$ cat config.mk
export PLATFORM = sky130hd
export DESIGN_NAME = tcb_ctrl
export DESIGN_NICKNAME = d
export VERILOG_FILES = /design/src/hdl/tcb_pkg.sv /design/src/hdl/tcb_step.sv /design/src/hdl/tcb_ctrl.sv
export SDC_FILE = /design/constraint.sdc
export NUM_CORES = 1
export LEC_CHECK = 0
export BUFFER_PORTS_ARGS = -buffer_cell sky130_fd_sc_hd__buf_2
export CORE_MARGIN = 1
export CORE_UTILIZATION = 40
export CTS_CLUSTER_DIAMETER = 200
export DETAILED_ROUTE_END_ITERATION = 16
export PLACE_DENSITY = 0.7
export SKIP_LAST_GASP = 1
export SYNTH_ARGS = -nofsm -noshare
export SYNTH_HDL_FRONTEND = slang
export SYNTH_SLANG_ARGS = --single-unit
$ cat constraint.sdc
create_clock -name aclk -period 5 [get_ports aclk]
set_input_delay 1.5 -clock aclk [delete_from_list [all_inputs] [get_ports aclk]]
set_output_delay 1.5 -clock aclk [all_outputs]
set_load 0.01 [all_outputs]
$ cat src/hdl/tcb_pkg.sv
// ----------------------------------------------------------------------------
// tcb_pkg
// Shared sizes, codes and types of the character-cell text buffer.
// ----------------------------------------------------------------------------
package tcb_pkg;

    localparam int MAX_ROWS = 64;
    localparam int MAX_COLS = 128;
    localparam int ROW_W    = $clog2(MAX_ROWS);
    localparam int COL_W    = $clog2(MAX_COLS);
    localparam int RLIM_W   = $clog2(MAX_ROWS + 1);
    localparam int CLIM_W   = $clog2(MAX_COLS + 1);
    localparam int DEPTH    = MAX_ROWS * MAX_COLS;
    localparam int ADDR_W   = $clog2(DEPTH);
    localparam int CELL_W   = 16;

    localparam logic [7:0] DEFAULT_ATTR = 8'h07;
    localparam logic [7:0] BLANK_CHAR   = 8'h20;
    localparam logic [6:0] ROWS_RESET   = 7'd25;
    localparam logic [7:0] COLS_RESET   = 8'd80;

    localparam logic [7:0] CFG_ACTIVE_ROWS = 8'd0;
    localparam logic [7:0] CFG_ACTIVE_COLS = 8'd1;

    typedef enum logic [1:0] {
        KIND_PUT    = 2'd0,
        KIND_GET    = 2'd1,
        KIND_SCROLL = 2'd2,
        KIND_CLEAR  = 2'd3
    } kind_t;

    // effective active region, already clamped to the store
    typedef struct packed {
        logic [RLIM_W-1:0] rows;
        logic [CLIM_W-1:0] cols;
    } region_t;

    // walk position after one step of the shared counter unit
    typedef struct packed {
        logic [ROW_W-1:0] row;
        logic [COL_W-1:0] col;
        logic             last;
    } step_t;

    typedef struct packed {
        logic              we;
        logic [ADDR_W-1:0] waddr;
        logic [CELL_W-1:0] wdata;
        logic              re;
        logic [ADDR_W-1:0] raddr;
    } ram_req_t;

    typedef struct packed {
        logic              load;
        logic [CELL_W-1:0] value;
    } result_t;

    function automatic logic [ADDR_W-1:0] cell_addr(input logic [ROW_W-1:0] r,
                                                     input logic [COL_W-1:0] c);
        cell_addr = ADDR_W'(32'(r) * MAX_COLS + 32'(c));
    endfunction

endpackage

$ cat src/hdl/tcb_step.sv
// ----------------------------------------------------------------------------
// tcb_step
// Shared walk unit: advances a row/column position and flags the last cell.
// ----------------------------------------------------------------------------
module tcb_step (
    input  logic [tcb_pkg::ROW_W-1:0]  row,
    input  logic [tcb_pkg::COL_W-1:0]  col,
    input  logic [tcb_pkg::RLIM_W-1:0] row_lim,
    input  logic [tcb_pkg::CLIM_W-1:0] col_lim,
    output tcb_pkg::step_t             step
);
    import tcb_pkg::*;

    logic last_col;
    logic last_row;

    assign last_col = (CLIM_W'(col) + CLIM_W'(1)) == col_lim;
    assign last_row = (RLIM_W'(row) + RLIM_W'(1)) == row_lim;

    always_comb begin
        step.last = last_col && last_row;
        if (last_col) begin
            step.col = '0;
            step.row = row + ROW_W'(1);
        end else begin
            step.col = col + COL_W'(1);
            step.row = row;
        end
    end

endmodule

$ cat src/hdl/tcb_ctrl.sv
// ----------------------------------------------------------------------------
// tcb_ctrl
// Sequencer: put, get through the registered RAM read, and store walks for the
// reset clear, scroll copy, scroll fill and region clear.
// ----------------------------------------------------------------------------
module tcb_ctrl (
    input  logic                      aclk,
    input  logic                      aresetn,
    input  logic                      s_valid,
    output logic                      s_ready,
    input  logic [1:0]                s_kind,
    input  logic [7:0]                s_row,
    input  logic [7:0]                s_col,
    input  logic [7:0]                s_character,
    input  logic [7:0]                s_color,
    input  tcb_pkg::region_t          region,
    input  logic                      out_free,
    output tcb_pkg::ram_req_t         ram_req,
    input  logic [tcb_pkg::CELL_W-1:0] ram_rdata,
    output tcb_pkg::result_t          result
);
    import tcb_pkg::*;

    typedef enum logic [2:0] {
        ST_INIT,
        ST_IDLE,
        ST_GET,
        ST_COPY,
        ST_DRAIN,
        ST_FILL
    } state_t;

    state_t            state_reg, state_next;
    logic [ROW_W-1:0]  row_reg, row_next;
    logic [COL_W-1:0]  col_reg, col_next;
    logic              pend_reg, pend_next;
    logic [ADDR_W-1:0] pend_addr_reg, pend_addr_next;
    logic [7:0]        color_reg, color_next;
    logic              oor_reg, oor_next;

    logic [RLIM_W-1:0] row_lim;
    logic [CLIM_W-1:0] col_lim;
    step_t             step;
    logic              in_region;
    logic              empty;
    logic              accept;
    logic [ADDR_W-1:0] in_addr;
    logic [ROW_W-1:0]  last_row;

    tcb_step u_step (
        .row     (row_reg),
        .col     (col_reg),
        .row_lim (row_lim),
        .col_lim (col_lim),
        .step    (step)
    );

    assign in_region = (32'(s_row) < 32'(region.rows)) && (32'(s_col) < 32'(region.cols));
    assign empty     = (region.rows == '0) || (region.cols == '0);
    assign in_addr   = cell_addr(s_row[ROW_W-1:0], s_col[COL_W-1:0]);
    assign last_row  = ROW_W'(region.rows - RLIM_W'(1));
    assign s_ready   = (state_reg == ST_IDLE) && ((s_kind != KIND_GET) || out_free);
    assign accept    = s_valid && s_ready;

    always_comb begin
        unique case (state_reg)
            ST_INIT: begin
                row_lim = RLIM_W'(MAX_ROWS);
                col_lim = CLIM_W'(MAX_COLS);
            end
            ST_COPY: begin
                // copy walks destination rows 0 .. rows-2
                row_lim = region.rows - RLIM_W'(1);
                col_lim = region.cols;
            end
            default: begin
                row_lim = region.rows;
                col_lim = region.cols;
            end
        endcase
    end

    always_comb begin
        state_next     = state_reg;
        row_next       = row_reg;
        col_next       = col_reg;
        pend_next      = 1'b0;
        pend_addr_next = pend_addr_reg;
        color_next     = color_reg;
        oor_next       = oor_reg;
        ram_req        = '0;
        result.load    = 1'b0;
        result.value   = oor_reg ? {DEFAULT_ATTR, BLANK_CHAR} : ram_rdata;

        unique case (state_reg)
            ST_INIT: begin
                ram_req.we    = 1'b1;
                ram_req.waddr = cell_addr(row_reg, col_reg);
                ram_req.wdata = '0;
                row_next      = step.row;
                col_next      = step.col;
                if (step.last) begin
                    state_next = ST_IDLE;
                end
            end
            ST_IDLE: begin
                if (accept) begin
                    row_next   = '0;
                    col_next   = '0;
                    color_next = s_color;
                    unique case (kind_t'(s_kind))
                        KIND_PUT: begin
                            ram_req.we    = in_region;
                            ram_req.waddr = in_addr;
                            ram_req.wdata = {s_color, s_character};
                        end
                        KIND_GET: begin
                            ram_req.re    = 1'b1;
                            ram_req.raddr = in_addr;
                            oor_next      = !in_region;
                            state_next    = ST_GET;
                        end
                        KIND_SCROLL: begin
                            // a single row goes straight to its fill at row 0
                            if (!empty) begin
                                if (region.rows == RLIM_W'(1)) begin
                                    state_next = ST_FILL;
                                end else begin
                                    state_next = ST_COPY;
                                end
                            end
                        end
                        KIND_CLEAR: begin
                            if (!empty) begin
                                state_next = ST_FILL;
                            end
                        end
                        default: ;
                    endcase
                end
            end
            ST_GET: begin
                result.load = 1'b1;
                state_next  = ST_IDLE;
            end
            ST_COPY: begin
                // read the row below now, write it one row up next cycle
                ram_req.re     = 1'b1;
                ram_req.raddr  = cell_addr(row_reg + ROW_W'(1), col_reg);
                pend_next      = 1'b1;
                pend_addr_next = cell_addr(row_reg, col_reg);
                row_next       = step.row;
                col_next       = step.col;
                if (step.last) begin
                    state_next = ST_DRAIN;
                end
            end
            ST_DRAIN: begin
                row_next   = last_row;
                col_next   = '0;
                state_next = ST_FILL;
            end
            ST_FILL: begin
                ram_req.we    = 1'b1;
                ram_req.waddr = cell_addr(row_reg, col_reg);
                ram_req.wdata = {color_reg, BLANK_CHAR};
                row_next      = step.row;
                col_next      = step.col;
                if (step.last) begin
                    state_next = ST_IDLE;
                end
            end
            default: state_next = ST_IDLE;
        endcase

        // pending copy write; only live in copy and drain
        if (pend_reg) begin
            ram_req.we    = 1'b1;
            ram_req.waddr = pend_addr_reg;
            ram_req.wdata = ram_rdata;
        end
    end

    always_ff @(posedge aclk) begin
        if (!aresetn) begin
            state_reg     <= ST_INIT;
            row_reg       <= '0;
            col_reg       <= '0;
            pend_reg      <= 1'b0;
            pend_addr_reg <= '0;
            color_reg     <= '0;
            oor_reg       <= 1'b0;
        end else begin
            state_reg     <= state_next;
            row_reg       <= row_next;
            col_reg       <= col_next;
            pend_reg      <= pend_next;
            pend_addr_reg <= pend_addr_next;
            color_reg     <= color_next;
            oor_reg       <= oor_next;
        end
    end

endmodule

# --- Yosys cells after proc, flatten, opt, wreduce, memory -nomap -nowiden ---
# Index checks and enable logic that the tools add are counted.
classes:
  reduce_logical: 19
  n_eq_ne: 19
  n_mux: 24
  add_sub_neg: 8
  magnitude_cmp: 2
op_table:
  columns: ["op", "count"]
  rows:
  - ["30-bit one-hot mux with 3 select lines", 1]
  - ["30-bit two-way mux", 2]
  - ["44-bit two-way mux", 1]
  - ["13-bit by 7-bit adder with 13-bit output", 3]
  - ["14-bit one-hot mux with 2 select lines", 1]
  - ["7-bit one-hot mux with 3 select lines", 1]
  - ["3-bit two-way mux", 6]
  - ["6-bit one-hot mux with 3 select lines", 1]
  - ["16-bit two-way mux", 1]
  - ["14-bit two-way mux", 1]
  - ["7-bit one-hot mux with 2 select lines", 1]
  - ["13-bit two-way mux", 1]
  - ["3-bit one-hot mux with 4 select lines", 1]
  - ["3-bit one-hot mux with 3 select lines", 1]
  - ["7-bit by 1-bit adder with 8-bit output (second input constant)", 1]
  - ["8-bit == test", 1]
  - ["8-bit logical NOT", 1]
  - ["8-bit by 7-bit less-than comparator with 1-bit output", 1]
  - ["8-bit less-than comparator", 1]
  - ["8-bit two-way mux", 1]
  - ["6-bit by 1-bit adder with 7-bit output (second input constant)", 1]
  - ["7-bit by 1-bit adder with 7-bit output (second input constant)", 1]
  - ["7-bit by 1-bit == test with 1-bit output (second input constant)", 1]
  - ["7-bit == test", 1]
  - ["26 further kinds", 40]
totals:
  reg_bits: 39
  out_inout_bits: 62

# --- Logic depth before layout (Yosys ltp) ---
logic_depth:
  word_depth: 7
  depth_mapped: 10
  mapped_depth_nobuf: 10

# --- By module ---
# From an unflattened synthesis, not the netlist that was laid out.
hier_totals:
  cells_unflattened: 483
  area_unflattened_um2: 3663.5
by_module_without_submodules:
  columns: ["mod", "n_inst", "seq_area_each_um2", "area_each_um2", "cells_each"]
  rows:
  - ["tcb_ctrl", 1, 780.7, 3015.4, 404]
  - ["tcb_step", 1, 0.0, 648.1, 79]

# --- Worst setup path before layout ---
# No wires, ideal clock.
synth_path:
  kind: "in2out"
  from: "in s_valid"
  to: "out ram_req[28] in the netlist's numbering"
  cell_stages: 8
  t_required_ns: 3.500
  arrival_ns: 3.305
  setup_slack_ns: 0.195
  path_cell_list: "buf_1 or4b_1 nor3_1 nor4b_1 buf_2 buf_2 a222oi_1 inv_1"
synth_rtl:
  columns: ["item", "line_no", "source"]
  rows:
  - ["from (decl)", "tcb_ctrl.sv:9", "input logic s_valid,"]
  - ["to (decl)", "tcb_ctrl.sv:18", "output tcb_pkg::ram_req_t ram_req,"]

==> results.md <==
* Synthesized area at 3370 sq um
* Post-Synth Adder-Cell Area at about 6.3%
* Largest net degree at the start of global routing at 33
* RSZ-0062 raised after global routing: yes
* Cell Rows at 33
* Area delta synth->final at 27.2%
* Post-Syn Nets at roughly 540
* CP Data Arrival Time at roughly 3.5 ns
* FF+latch area at 781 sq um
* Compound-cell area share of the yosys netlist at between 20% and 30%
* Worst reg-to-reg setup slack at roughly 1.9 ns
* Total GRT Usage at about 25%
* XOR/XNOR Fraction of Synth Area at under 10%
* IR drop worst, VDD at approximately 0.00016 V
* Final period util at 99.2%
* Setup slack after placement at -0.0413 ns
* Min-Delay Path Class: flop to flop
* Via density per instance at 5.86
* Post-route insts no fill at just under 700
* Grt ovf at 0
* Synth top area cells: dfxtp_1, nand2_1, ha_1
* Status: finished clean
* N_diodes at 0
* Crit. End Element: output pin
* Routed len/inst at ~16 microns
* Initial DRC Count at 286
* Number of flops mapped to enable cells by yosys at 0
* Post-synth ARST share at 0%
* Post-DP HPWL at a little over 8000 microns
* IO buf count at 130
* Setup violations, final at 0
* CTS buffer count at 5
* Post-synth top flop: dfxtp_1
* Width of the die at about 94 microns
* Initial antenna violation count at 0
* Commonest non-fill, non-tap cell in the layout: buf_2
* Die extent in y at ~94 microns
* Clock root buffer: clkbuf_8
* Global-route wire length before repair at around 17,000 microns
* Synth Area in Simple Gates at between 20 and 30%
* Worst clock skew at ~0.010 ns
* Post-layout util at 52.4%
* Max reg flops at 13
* Worst EP required at between 3 and 4 ns
* Post-synth cell types at between 60 and 70
* Vias in the first global route at roughly 3.6k
* Clock Pin Slew Worst Setup and Hold Paths at roughly 0.080 ns
* Synth area leader: dfxtp_1
* Syn avg cell area at roughly 7.4 sq um
* Slew @ Worst Pin at between 1 and 1.5 ns
* Routed wire length at between 10,000 and 15,000 microns
* Warning count from the yosys run at 0
* Final worst slack at 0.0405 ns
* H-tree depth at 2
* Area of the multi-input gates at ~2300 sq um
* Placer Congestion at around 0.85
* Critical Path Source Type: primary input
* Residual DRC count at 0
* Fill count at 793
* Clock Path Buffers at 2
* Syn Inst Count at ~460
* Worst-Skew Late Latency at slightly below 0.3 ns
* Portion of netlist area occupied by mux cells at less than 1%
* Seq/Total Area, Yosys at between 20% and 30%
* FF+latch count, synth at 39
* Via count at roughly 4k
* Leakage power at about 2.2 nW
* Most frequent cells in the layout: buf_2, nand2_1, inv_1, dfxtp_1, a21oi_1
* CP Max Fanout at 11
* Share of layout cells above drive strength 1 at 30.7%
* Final count of hold timing violations at 0
* CTS sink count at 39
* Cells after DPL at roughly 670
* Setup CP Type: primary input to output pin
* Initial core utilization at between 40% and 50%
* Share of the synthesized area in the top cell type at 23.2%
* Core footprint at around 8000 sq um
* Top-level I/O count at 131
* Clock period minus worst slack at between 4 and 5 ns
* CTS tree: yes
* Maxcap violations at 0
* Final nets at ~660
* Main combinational cell family by area after synthesis: simple AND/OR/NAND/NOR gates
* Die Area at 8790 sq um
* Drt pass-1 iters at 5
* Pins over their slew limit at 0
* Hold WS at approximately 0.46 ns
* Fmax at between 200 and 250 MHz
* Routed Antenna Nets at 0
* Pwr Density at between 200 and 300 nW/um^2
* Hold-fix buffers, CTS at 0
* Worst slew margin at approximately 20%
-- cell families after synthesis --
family	count (synthesis)
and+or+nand+nor	180
AOI/OAI and AO/OA	124
buffers and inverters	72
DFF	39
xor gates and xnor gates	21
adders and majority gates	17
muxes	3
-- layer usage --
layer / GRT usage, % / routed length, microns / vias to the layer above
met3: 3.72 / 784 / 18
met4: 5.38 / 151 / 0
met5: 0 / 0 / -
li1: - / - / 1895
met2: 44.4 / 5450 / 191
met1: 30.3 / 4630 / 1903
-- synth_stat cells, drive strengths merged, types with 5 or more instances --
library cell	instances
nand2	70
inv	41
dfxtp	39
a21oi	32
nand3	22
a222oi	21
o21ai	20
clkbuf	18
ha	17
nor2b	17
nor2	15
buf	13
a22o	12
nor3	11
xnor2	11
a21o	9
xor2	9
nand2b	8
nor4	6
a22oi	5
and3	5
nor3b	5
or2	5
-- report_power, final --
part	switching (mW)	internal [mW]	total, mW
Combinational	0.296	0.222	0.518
Sequential	0.0645	0.338	0.403
Clock	0.117	0.149	0.266
Total	0.478	0.709	1.19
-- critical path: stages --
cell and delay (ns):
buf_2 0.10, nor3b_1 0.17, or4b_4 0.55, nor3_4 0.21, nor4b_4 0.22, buf_4 0.19, buf_4 0.19, a222oi_1 0.10
inv_1 0.10, buf_2 0.13
-- per-stage QoR --
step / power [mW] / area [sq um] / setup TNS (ns)
after floorplan: 0.736 / 3370 / 0
after global placement: 0.903 / 4120 / 0
after detailed placement: 0.913 / 4120 / -0.350
after CTS: 1.18 / 4240 / 0
after global routing: 1.26 / 4290 / -0.395
final: 1.19 / 4290 / 0
-- timing repair --
action                                  4_1_cts  5_1_grt
pin swaps                                     0        1
gates resized for setup                       2        6
gates cloned                                  0        1
endpoints found under the setup margin       14       23
setup buffers                                 0        2
-- path summary, 6_finish.rpt --
check,startpoint,end,depth (start not counted)
worst max-delay path,s_kind[0],ram_req[42],10
worst min-delay path,color_reg[1]$_SDFFE_PN0P_,color_reg[1]$_SDFFE_PN0P_,2
worst max register to register,col_reg[0]$_SDFFE_PN0P_,state_reg[2]$_SDFFE_PN0P_,9
worst min register to register,color_reg[1]$_SDFFE_PN0P_,color_reg[1]$_SDFFE_PN0P_,2
-- cell type report --
cell class / count / share of cell area (%)
inverters: 41 / 3.59
repair buffers: 146 / 18.2
well taps: 105 / 3.07
clock inverters: 3 / 1.02
multi-input cells: 345 / 54.3
flip-flops and latches: 39 / 18.2
clock buffers: 5 / 1.61
(Power assumes the default switching activity.)
